## config.mk

```make
export PLATFORM = sky130hd
export DESIGN_NAME = forward_running_mean_flat
export DESIGN_NICKNAME = d
export VERILOG_FILES = /design/src/design/fwdrm_pkg.sv /design/src/design/fwdrm_if.sv /design/src/design/fwdrm_div.sv /design/src/design/forward_running_mean.sv /design/src/flat_wrapper.sv
export SDC_FILE = /design/constraint.sdc
export NUM_CORES = 1
export LEC_CHECK = 0
export ABC_CLOCK_PERIOD_IN_PS = 4450
export BUFFER_PORTS_ARGS = -buffer_cell sky130_fd_sc_hd__buf_2
export CORE_MARGIN = 5
export CORE_UTILIZATION = 40
export CTS_BUF_LIST = sky130_fd_sc_hd__clkbuf_2 sky130_fd_sc_hd__clkbuf_4 sky130_fd_sc_hd__clkbuf_8
export DETAILED_ROUTE_END_ITERATION = 8
export GPL_TIMING_DRIVEN = 0
export PLACE_DENSITY = 0.6
export SYNTH_ARGS = -nofsm -noshare
export SYNTH_HDL_FRONTEND = slang
export SYNTH_SLANG_ARGS = --single-unit
```

## constraint.sdc

```tcl
create_clock -name clock -period 4.45 [get_ports clock]
set_input_delay 0 -clock clock [delete_from_list [all_inputs] [get_ports clock]]
set_output_delay 0 -clock clock [all_outputs]
set_load 0.02 [all_outputs]
```

## src/design/fwdrm_pkg.sv

```systemverilog
// Shared constants and types of the forward running mean block.
// No dependencies; every other design file imports this package.
`timescale 1ns / 1ps

package fwdrm_pkg;

   // Default geometry of the block.
   localparam int FWDRM_MAX_WINDOW  = 32;
   localparam int FWDRM_SAMPLE_BITS = 32;

   // Window length register.
   localparam int               FWDRM_WL_BITS  = 6;
   localparam logic [6-1:0]     FWDRM_WL_RESET = 6'd1;

   // Sequencer states of the top level.
   typedef enum logic [1:0] {
      ST_IDLE,
      ST_CHECK,
      ST_DIV,
      ST_OUT
   } fwdrm_state_type;

endpackage

```

## src/design/fwdrm_if.sv

```systemverilog
// Word channels of the forward running mean block: sample words in, mean words out.
// Depends on fwdrm_pkg for the default sample width.
`timescale 1ns / 1ps

// Input channel: one sample word with its end-of-row mark.
interface fwdrm_req_if
   import fwdrm_pkg::*;
#(
   parameter int SAMPLE_BITS = FWDRM_SAMPLE_BITS
) ();
   logic                          valid;
   logic                          ready;
   logic signed [SAMPLE_BITS-1:0] sample;
   logic                          row_end;

   modport source (output valid, output sample, output row_end, input ready);
   modport sink   (input valid, input sample, input row_end, output ready);
endinterface

// Result channel: one mean word with its last-of-row mark.
interface fwdrm_rsp_if
   import fwdrm_pkg::*;
#(
   parameter int SAMPLE_BITS = FWDRM_SAMPLE_BITS
) ();
   logic                          valid;
   logic                          ready;
   logic signed [SAMPLE_BITS-1:0] mean;
   logic                          last_of_row;

   modport source (output valid, output mean, output last_of_row, input ready);
   modport sink   (input valid, input mean, input last_of_row, output ready);
endinterface

```

## src/design/fwdrm_div.sv

```systemverilog
// Bit-serial signed divider: window sum over held-sample count, truncated toward zero.
// Depends on fwdrm_pkg; used by forward_running_mean.
`timescale 1ns / 1ps

module fwdrm_div
   import fwdrm_pkg::*;
#(
   parameter int SAMPLE_BITS = FWDRM_SAMPLE_BITS,
   parameter int SUM_W       = FWDRM_SAMPLE_BITS + $clog2(FWDRM_MAX_WINDOW),
   parameter int FILL_W      = $clog2(FWDRM_MAX_WINDOW + 1)
) (
   input  logic                          clock,
   input  logic                          reset,
   input  logic                          start,
   input  logic signed [SUM_W-1:0]       dividend,
   input  logic [FILL_W-1:0]             divisor,
   output logic                          done,
   output logic signed [SAMPLE_BITS-1:0] quotient
);

   localparam int CNT_W = $clog2(SUM_W + 1);

   logic [SUM_W-1:0]  quo_ff;
   logic [FILL_W-1:0] rem_ff;
   logic [FILL_W-1:0] div_ff;
   logic              neg_ff;
   logic [CNT_W-1:0]  cnt_ff;
   logic              done_ff;

   logic [FILL_W:0]   shift_rem;
   logic              fits;
   logic [FILL_W:0]   diff_rem;
   logic [SAMPLE_BITS-1:0] mag;

   // One quotient bit per cycle, most significant first.
   assign shift_rem = {rem_ff, quo_ff[SUM_W-1]};
   assign fits      = (shift_rem >= {1'b0, div_ff});
   assign diff_rem  = shift_rem - {1'b0, div_ff};

   // Control state.
   always_ff @(posedge clock) begin
      if (reset) begin
         cnt_ff  <= '0;
         done_ff <= 1'b0;
      end else if (start) begin
         cnt_ff  <= CNT_W'(SUM_W);
         done_ff <= 1'b0;
      end else if (cnt_ff != '0) begin
         cnt_ff <= cnt_ff - CNT_W'(1);
         if (cnt_ff == CNT_W'(1)) begin
            done_ff <= 1'b1;
         end
      end
   end

   // Datapath: magnitude of the dividend shifts out while quotient bits shift in.
   always_ff @(posedge clock) begin
      if (start) begin
         neg_ff <= dividend[SUM_W-1];
         quo_ff <= dividend[SUM_W-1] ? (SUM_W'(0) - SUM_W'(dividend)) : SUM_W'(dividend);
         rem_ff <= '0;
         div_ff <= divisor;
      end else if (cnt_ff != '0) begin
         rem_ff <= fits ? diff_rem[FILL_W-1:0] : shift_rem[FILL_W-1:0];
         quo_ff <= {quo_ff[SUM_W-2:0], fits};
      end
   end

   // The mean always fits the sample width; restore the sign.
   assign mag      = quo_ff[SAMPLE_BITS-1:0];
   assign quotient = neg_ff ? signed'(SAMPLE_BITS'(0) - mag) : signed'(mag);
   assign done     = done_ff;

endmodule

```

## src/design/forward_running_mean.sv

```systemverilog
// Forward running mean along a row: top level with sample ring memory and sequencer.
// Depends on fwdrm_pkg, fwdrm_req_if, fwdrm_rsp_if and fwdrm_div.
//
//   Channel   Direction  Word
//   req_ch    in         sample, row_end
//   rsp_ch    out        mean, last_of_row
//   csr_*     in         window_length (write only)
//
// A sample word is taken when the block is idle. Each mean then passes through the
// ring read, the bit-serial divider and the output load. A sample that completes no
// window returns to idle through the check state.
// A row end flushes all held samples, one mean per held sample, before the next word.
// Reset is synchronous and leaves the ring contents as they are; only entries written
// in the current row are ever read. A stalled result waits in the output register.
`timescale 1ns / 1ps

module forward_running_mean
   import fwdrm_pkg::*;
#(
   parameter int MAX_WINDOW  = FWDRM_MAX_WINDOW,
   parameter int SAMPLE_BITS = FWDRM_SAMPLE_BITS
) (
   input  logic                     clock,
   input  logic                     reset,
   fwdrm_req_if.sink                req_ch,
   fwdrm_rsp_if.source              rsp_ch,
   input  logic                     csr_wr_en,
   input  logic [FWDRM_WL_BITS-1:0] csr_wr_data
);

   localparam int SUM_W  = SAMPLE_BITS + $clog2(MAX_WINDOW);
   localparam int FILL_W = $clog2(MAX_WINDOW + 1);
   localparam int PTR_W  = (MAX_WINDOW > 1) ? $clog2(MAX_WINDOW) : 1;
   localparam int IDX_W  = FILL_W + 1;

   fwdrm_state_type state_ff, state_in;

   logic [FWDRM_WL_BITS-1:0]      wl_ff;
   logic signed [SUM_W-1:0]       sum_ff, sum_in;
   logic [PTR_W-1:0]              ptr_ff, ptr_in;
   logic [FILL_W-1:0]             fill_ff, fill_in;
   logic [FILL_W-1:0]             need_ff, need_in;
   logic                          end_ff, end_in;
   logic                          rsp_valid_ff, rsp_valid_in;
   logic signed [SAMPLE_BITS-1:0] mean_ff, mean_in;
   logic                          last_ff, last_in;
   logic [SAMPLE_BITS-1:0]        ring_rd_ff;

   logic [SAMPLE_BITS-1:0]        ring_mem [MAX_WINDOW];

   logic                          req_ready;
   logic                          rd_en;
   logic                          div_start;
   logic                          div_done;
   logic signed [SAMPLE_BITS-1:0] div_quotient;
   logic [FILL_W-1:0]             eff_len;
   logic [IDX_W-1:0]              oldest_raw;
   logic [PTR_W-1:0]              oldest;
   logic signed [SUM_W-1:0]       sample_ext;
   logic signed [SUM_W-1:0]       drop_ext;

   // Window length register.
   always_ff @(posedge clock) begin
      if (reset) begin
         wl_ff <= FWDRM_WL_RESET;
      end else if (csr_wr_en) begin
         wl_ff <= csr_wr_data;
      end
   end

   // Zero acts as one; lengths past the ring act as the ring size.
   always_comb begin
      if (wl_ff == '0) begin
         eff_len = FILL_W'(1);
      end else if ({1'b0, wl_ff} > (FWDRM_WL_BITS + 1)'(MAX_WINDOW)) begin
         eff_len = FILL_W'(MAX_WINDOW);
      end else begin
         eff_len = FILL_W'(wl_ff);
      end
   end

   // Ring slot of the oldest held sample.
   always_comb begin
      oldest_raw = IDX_W'(ptr_ff) + IDX_W'(MAX_WINDOW) - IDX_W'(fill_ff);
      if (oldest_raw >= IDX_W'(MAX_WINDOW)) begin
         oldest_raw = oldest_raw - IDX_W'(MAX_WINDOW);
      end
      oldest = oldest_raw[PTR_W-1:0];
   end

   assign sample_ext = {{(SUM_W - SAMPLE_BITS){req_ch.sample[SAMPLE_BITS-1]}}, req_ch.sample};
   assign drop_ext   = {{(SUM_W - SAMPLE_BITS){ring_rd_ff[SAMPLE_BITS-1]}}, ring_rd_ff};

   // Sample ring: written on accept, read once per mean with a registered port.
   always_ff @(posedge clock) begin
      if (req_ch.valid && req_ready) begin
         ring_mem[ptr_ff] <= req_ch.sample;
      end
      if (rd_en) begin
         ring_rd_ff <= ring_mem[oldest];
      end
   end

   fwdrm_div #(
      .SAMPLE_BITS (SAMPLE_BITS),
      .SUM_W       (SUM_W),
      .FILL_W      (FILL_W)
   ) u_div (
      .clock    (clock),
      .reset    (reset),
      .start    (div_start),
      .dividend (sum_ff),
      .divisor  (fill_ff),
      .done     (div_done),
      .quotient (div_quotient)
   );

   // Sequencer: push, then one mean per pass while enough samples are held.
   always_comb begin
      state_in     = state_ff;
      sum_in       = sum_ff;
      ptr_in       = ptr_ff;
      fill_in      = fill_ff;
      need_in      = need_ff;
      end_in       = end_ff;
      rsp_valid_in = rsp_valid_ff;
      mean_in      = mean_ff;
      last_in      = last_ff;
      req_ready    = 1'b0;
      rd_en        = 1'b0;
      div_start    = 1'b0;

      if (rsp_valid_ff && rsp_ch.ready) begin
         rsp_valid_in = 1'b0;
      end

      unique case (state_ff)
         ST_IDLE: begin
            req_ready = 1'b1;
            if (req_ch.valid) begin
               sum_in  = sum_ff + sample_ext;
               fill_in = (fill_ff == FILL_W'(MAX_WINDOW)) ? fill_ff : fill_ff + FILL_W'(1);
               ptr_in  = (ptr_ff == PTR_W'(MAX_WINDOW - 1)) ? '0 : ptr_ff + PTR_W'(1);
               end_in  = req_ch.row_end;
               need_in = req_ch.row_end ? FILL_W'(1) : eff_len;
               state_in = ST_CHECK;
            end
         end
         ST_CHECK: begin
            if ((fill_ff >= need_ff) && (fill_ff != '0)) begin
               div_start = 1'b1;
               rd_en     = 1'b1;
               state_in  = ST_DIV;
            end else begin
               if (end_ff) begin
                  sum_in  = '0;
                  fill_in = '0;
               end
               state_in = ST_IDLE;
            end
         end
         ST_DIV: begin
            if (div_done) begin
               state_in = ST_OUT;
            end
         end
         ST_OUT: begin
            if (!rsp_valid_ff || rsp_ch.ready) begin
               rsp_valid_in = 1'b1;
               mean_in      = div_quotient;
               last_in      = end_ff && (fill_ff == FILL_W'(1));
               sum_in       = sum_ff - drop_ext;
               fill_in      = fill_ff - FILL_W'(1);
               state_in     = ST_CHECK;
            end
         end
         default: begin
            state_in = ST_IDLE;
         end
      endcase
   end

   // Control registers.
   always_ff @(posedge clock) begin
      if (reset) begin
         state_ff     <= ST_IDLE;
         sum_ff       <= '0;
         ptr_ff       <= '0;
         fill_ff      <= '0;
         need_ff      <= FILL_W'(1);
         end_ff       <= 1'b0;
         rsp_valid_ff <= 1'b0;
      end else begin
         state_ff     <= state_in;
         sum_ff       <= sum_in;
         ptr_ff       <= ptr_in;
         fill_ff      <= fill_in;
         need_ff      <= need_in;
         end_ff       <= end_in;
         rsp_valid_ff <= rsp_valid_in;
      end
   end

   // Output word register.
   always_ff @(posedge clock) begin
      mean_ff <= mean_in;
      last_ff <= last_in;
   end

   assign req_ch.ready       = req_ready;
   assign rsp_ch.valid       = rsp_valid_ff;
   assign rsp_ch.mean        = mean_ff;
   assign rsp_ch.last_of_row = last_ff;

endmodule

```

## src/flat_wrapper.sv

```systemverilog
// flat-port wrapper written by rule: the top's interface ports become plain ports
module forward_running_mean_flat import fwdrm_pkg::*;
#(
   parameter int MAX_WINDOW  = FWDRM_MAX_WINDOW,
   parameter int SAMPLE_BITS = FWDRM_SAMPLE_BITS
)
  (clock, reset, csr_wr_en, csr_wr_data, req_ch_valid, req_ch_sample, req_ch_row_end, req_ch_ready, rsp_ch_valid, rsp_ch_mean, rsp_ch_last_of_row, rsp_ch_ready);
  fwdrm_req_if #(.SAMPLE_BITS(SAMPLE_BITS)) req_ch_i ();
  fwdrm_rsp_if #(.SAMPLE_BITS(SAMPLE_BITS)) rsp_ch_i ();
  input  logic clock;
  input  logic reset;
  input  logic csr_wr_en;
  input  logic [FWDRM_WL_BITS-1:0] csr_wr_data;
  input wire logic [$bits(req_ch_i.valid)-1:0] req_ch_valid;
  input wire logic [$bits(req_ch_i.sample)-1:0] req_ch_sample;
  input wire logic [$bits(req_ch_i.row_end)-1:0] req_ch_row_end;
  output wire logic [$bits(req_ch_i.ready)-1:0] req_ch_ready;
  output wire logic [$bits(rsp_ch_i.valid)-1:0] rsp_ch_valid;
  output wire logic [$bits(rsp_ch_i.mean)-1:0] rsp_ch_mean;
  output wire logic [$bits(rsp_ch_i.last_of_row)-1:0] rsp_ch_last_of_row;
  input wire logic [$bits(rsp_ch_i.ready)-1:0] rsp_ch_ready;
  assign req_ch_i.valid = req_ch_valid;
  assign req_ch_i.sample = req_ch_sample;
  assign req_ch_i.row_end = req_ch_row_end;
  assign req_ch_ready = req_ch_i.ready;
  assign rsp_ch_valid = rsp_ch_i.valid;
  assign rsp_ch_mean = rsp_ch_i.mean;
  assign rsp_ch_last_of_row = rsp_ch_i.last_of_row;
  assign rsp_ch_i.ready = rsp_ch_ready;
  forward_running_mean #(.MAX_WINDOW(MAX_WINDOW), .SAMPLE_BITS(SAMPLE_BITS)) u_core (.clock(clock), .reset(reset), .req_ch(req_ch_i), .rsp_ch(rsp_ch_i), .csr_wr_en(csr_wr_en), .csr_wr_data(csr_wr_data));
endmodule
```

==> impl_metrics.toml <==
[final_layout]
drive_above_1_share = 0.216
fillCellCount = 10868
synthToLayoutAreaGrowth_pct = 16.4
layout.nets = 3667
design_area_mm2 = 0.0591

[sta]
drv_slew = 0
max_slew.worst_pin.slew_ps = 1160
maxSlewHeadroom = 0.224
finalSetupViolations = 0
max_freq_ghz = 0.230
final-hold-violation-count = 0
period_share = 0.979
holdWs_ps = 140
worst_slack_ps = 92.8
worst_clock_skew_ps = 56.1
fin_crit_ps = 4360

[clocking]
cts_buffers = 193
cts.sinks = 1210
clkSlewWorstSetupHoldPaths_ps = 70
cts_max_level = 4
clockBufferDepth = 3
cts_tree = "done"
clk_latency_ps = 890
root_buffer = "clkbuf_8"

[grt]
grt_pass1_vias = 29615
antenna_found_initial = 12
grt_pass1_wl_um = 194000
grt_overflow = 0
grt_max_degree = 49
track_usage = 0.194

[yosys]
syn_nets = 3288
ys_seq_area_frac = 0.701
synth_top_area_cell = "edfxtp_1"
syn_area_per_cell_um2 = 16.0
synth_area_mm2 = 0.0508
netlist_top_cells_area = "edfxtp_1, mux4_2, dfxtp_1"
ys_types = 66
yosysMostFrequentCell = "edfxtp_1"
netlist_top_cells_count = "edfxtp_1, nand2_1, mux4_2"
synthCells = 3170
async_flop_share = 0
synth_warnings = 0
synth_edf_count = 1133
synth-main-ff-cell = "edfxtp_1"
synth_top_area_share = 0.670
ys_ff_latch = 1210

[place]
io_buffers = 76
globalplace.congestion = 0.833
postPlaceCellArea_mm2 = 0.0543
pre_cts_slack_ps = -1950
dp_hpwl_um = 86800

[critical_path]
crit_type = "in2reg"
rr_worst_depth = 10
worstPathRequired_ps = 5190
cp_data_arrival_time_ps = 5100
r2r_start = "u_core.fill_ff[1]"
worstSetupEndpointType = "register"
cp-startpoint = "req_ch_sample[13]"
crit_fanout = 37
cp-start-kind = "input pin"

[drt]
dr_total_vias = 29267
drt_pre_antenna_iters = 5
drc = 0
drtAntennaViolNets = 0
wl_per_cell_um = 24.6
wl_um = 131000
drtIter0Drc = 2691
viasPerCell = 5.47

[worst_hold_path]
holdPathStages = 5
hold_path.class = "in2reg"
min_from = "rsp_ch_ready"

[die]
boundaryPins = 79
die-width_um = 366
rows = 130
start_util = 0.403
dieArea_mm2 = 0.134
core_area_mm2 = 0.126
die_h_um = 366

[status]
outcome = "complete, no violations"

[flow_run]
drv_cap = 0

[pwr]
powerDensity_mw_per_mm2 = 500
leakage_nw = 19.7
vdd_drop_max_mv = 0.307
==> cells in the final DEF, fill, tap and decap left out, types with 76 or more instances in the layout <==
master,n
clkbuf_4,95
nor2_1,128
nand2_1,405
mux4_2,256
nand3_1,180
o21ai_0,115
dfxtp_1,76
clkbuf_8,198
a21oi_1,104
clkbuf_1,105
edfxtp_1,1133
==> layer usage <==
layer,vias to the layer above,share of wire,GRT usage
met3,187,0.085,0.0511
met1,14795,0.42,0.262
li1,13175,-,-
met4,2,0.026,0.0643
met5,-,0.00015,0
met2,1108,0.47,0.309
==> worst max-delay path, cell delays in order <==
cell and delay (ps):
dlygate4sd3_1 530, clkbuf_4 350, or4_1 630, or2_2 330
nor4_1 240, xor2_1 210, nor2_1 60, a21oi_1 550
ha_1 340, a21oi_1 80, o21ai_0 340, nor3_1 110
a21oi_1 320, a41oi_4 200, nor2_2 270, a31oi_1 150
xnor2_1 140, a22o_1 200
==> power breakdown <==
part | switching (mW) | internal [mW] | leakage, nW
clock network | 4.37 | 4.91 | 1.98
registers | 0.399 | 13.1 | 10.9
logic | 4.14 | 2.68 | 6.81
==> stage by stage <==
step | utilization | TNS, ps | std cells | total power, mW
after floorplan | - | 0 | 3170 | 18.1
after CTS | 0.468 | 0 | 5338 | 29.8
after global routing | 0.469 | -57.5 | 5344 | 31.0
after global placement | 0.423 | -572130 | 4896 | 20.3
after detailed placement | 0.431 | -30860 | 4932 | 20.4
final | 0.469 | 0 | 5351 | 29.6
==> sequential cells by signal, indices dropped and copies added, names as in the netlist <==
signal / flops
u_core.rsp_ch.mean: 32
u_core.end_ff: 1
u_core.state_ff: 2
u_core.fill_ff: 6
u_core.u_div.done: 1
u_core.ring_rd_ff: 32
u_core.ptr_ff: 5
u_core.need_ff: 6
u_core.ring_mem: 1024
u_core.wl_ff: 6
u_core.u_div.quo_ff: 37
u_core.u_div.div_ff: 6
u_core.sum_ff: 37
u_core.u_div.neg_ff: 1
u_core.rsp_ch.last_of_row: 1
u_core.u_div.cnt_ff: 6
u_core.rsp_ch.valid: 1
u_core.u_div.rem_ff: 6
==> repair_timing <==
action | in CTS | in global routing
hold buffers | 69 | 0
pin swaps | 1 | 2
gates resized for setup | 39 | 37
setup buffers | 2 | 2
endpoints found under the hold margin | 1079 | 0
endpoints found under the setup margin | 78 | 68
==> area by class of cell <==
class	instances	area (um2)	area share
Clock inverter	51	350	0.00593
Buffer	158	642	0.0109
Timing Repair Buffer	185	2010	0.0340
Inverter	44	169	0.00286
Multi-Input combinational cell	1757	14900	0.252
Clock buffer	284	3360	0.0569
Antenna cell	12	30.0	0.000508
Sequential cell	1210	35600	0.602
Tap cell	1650	2060	0.0349
==> final timing paths <==
path	slack (ps)	end
setup / recovery	90	u_core.sum_ff[30]
hold / removal	140	u_core.rsp_ch.valid
setup reg to reg	130	u_core.ring_rd_ff[30]
hold reg to reg	450	u_core.need_ff[5]
==> cells by family after synthesis <==
kind of cell,share of synthesized area
flip-flops,0.701
AND/OR/NAND/NOR,0.0789
AO/OA/AOI/OAI,0.0478
multiplexers,0.116
buffers and inverters,0.0150
XOR/XNOR,0.0230
adder cells (fa/ha/maj),0.0187
(Power assumes the default switching activity.)
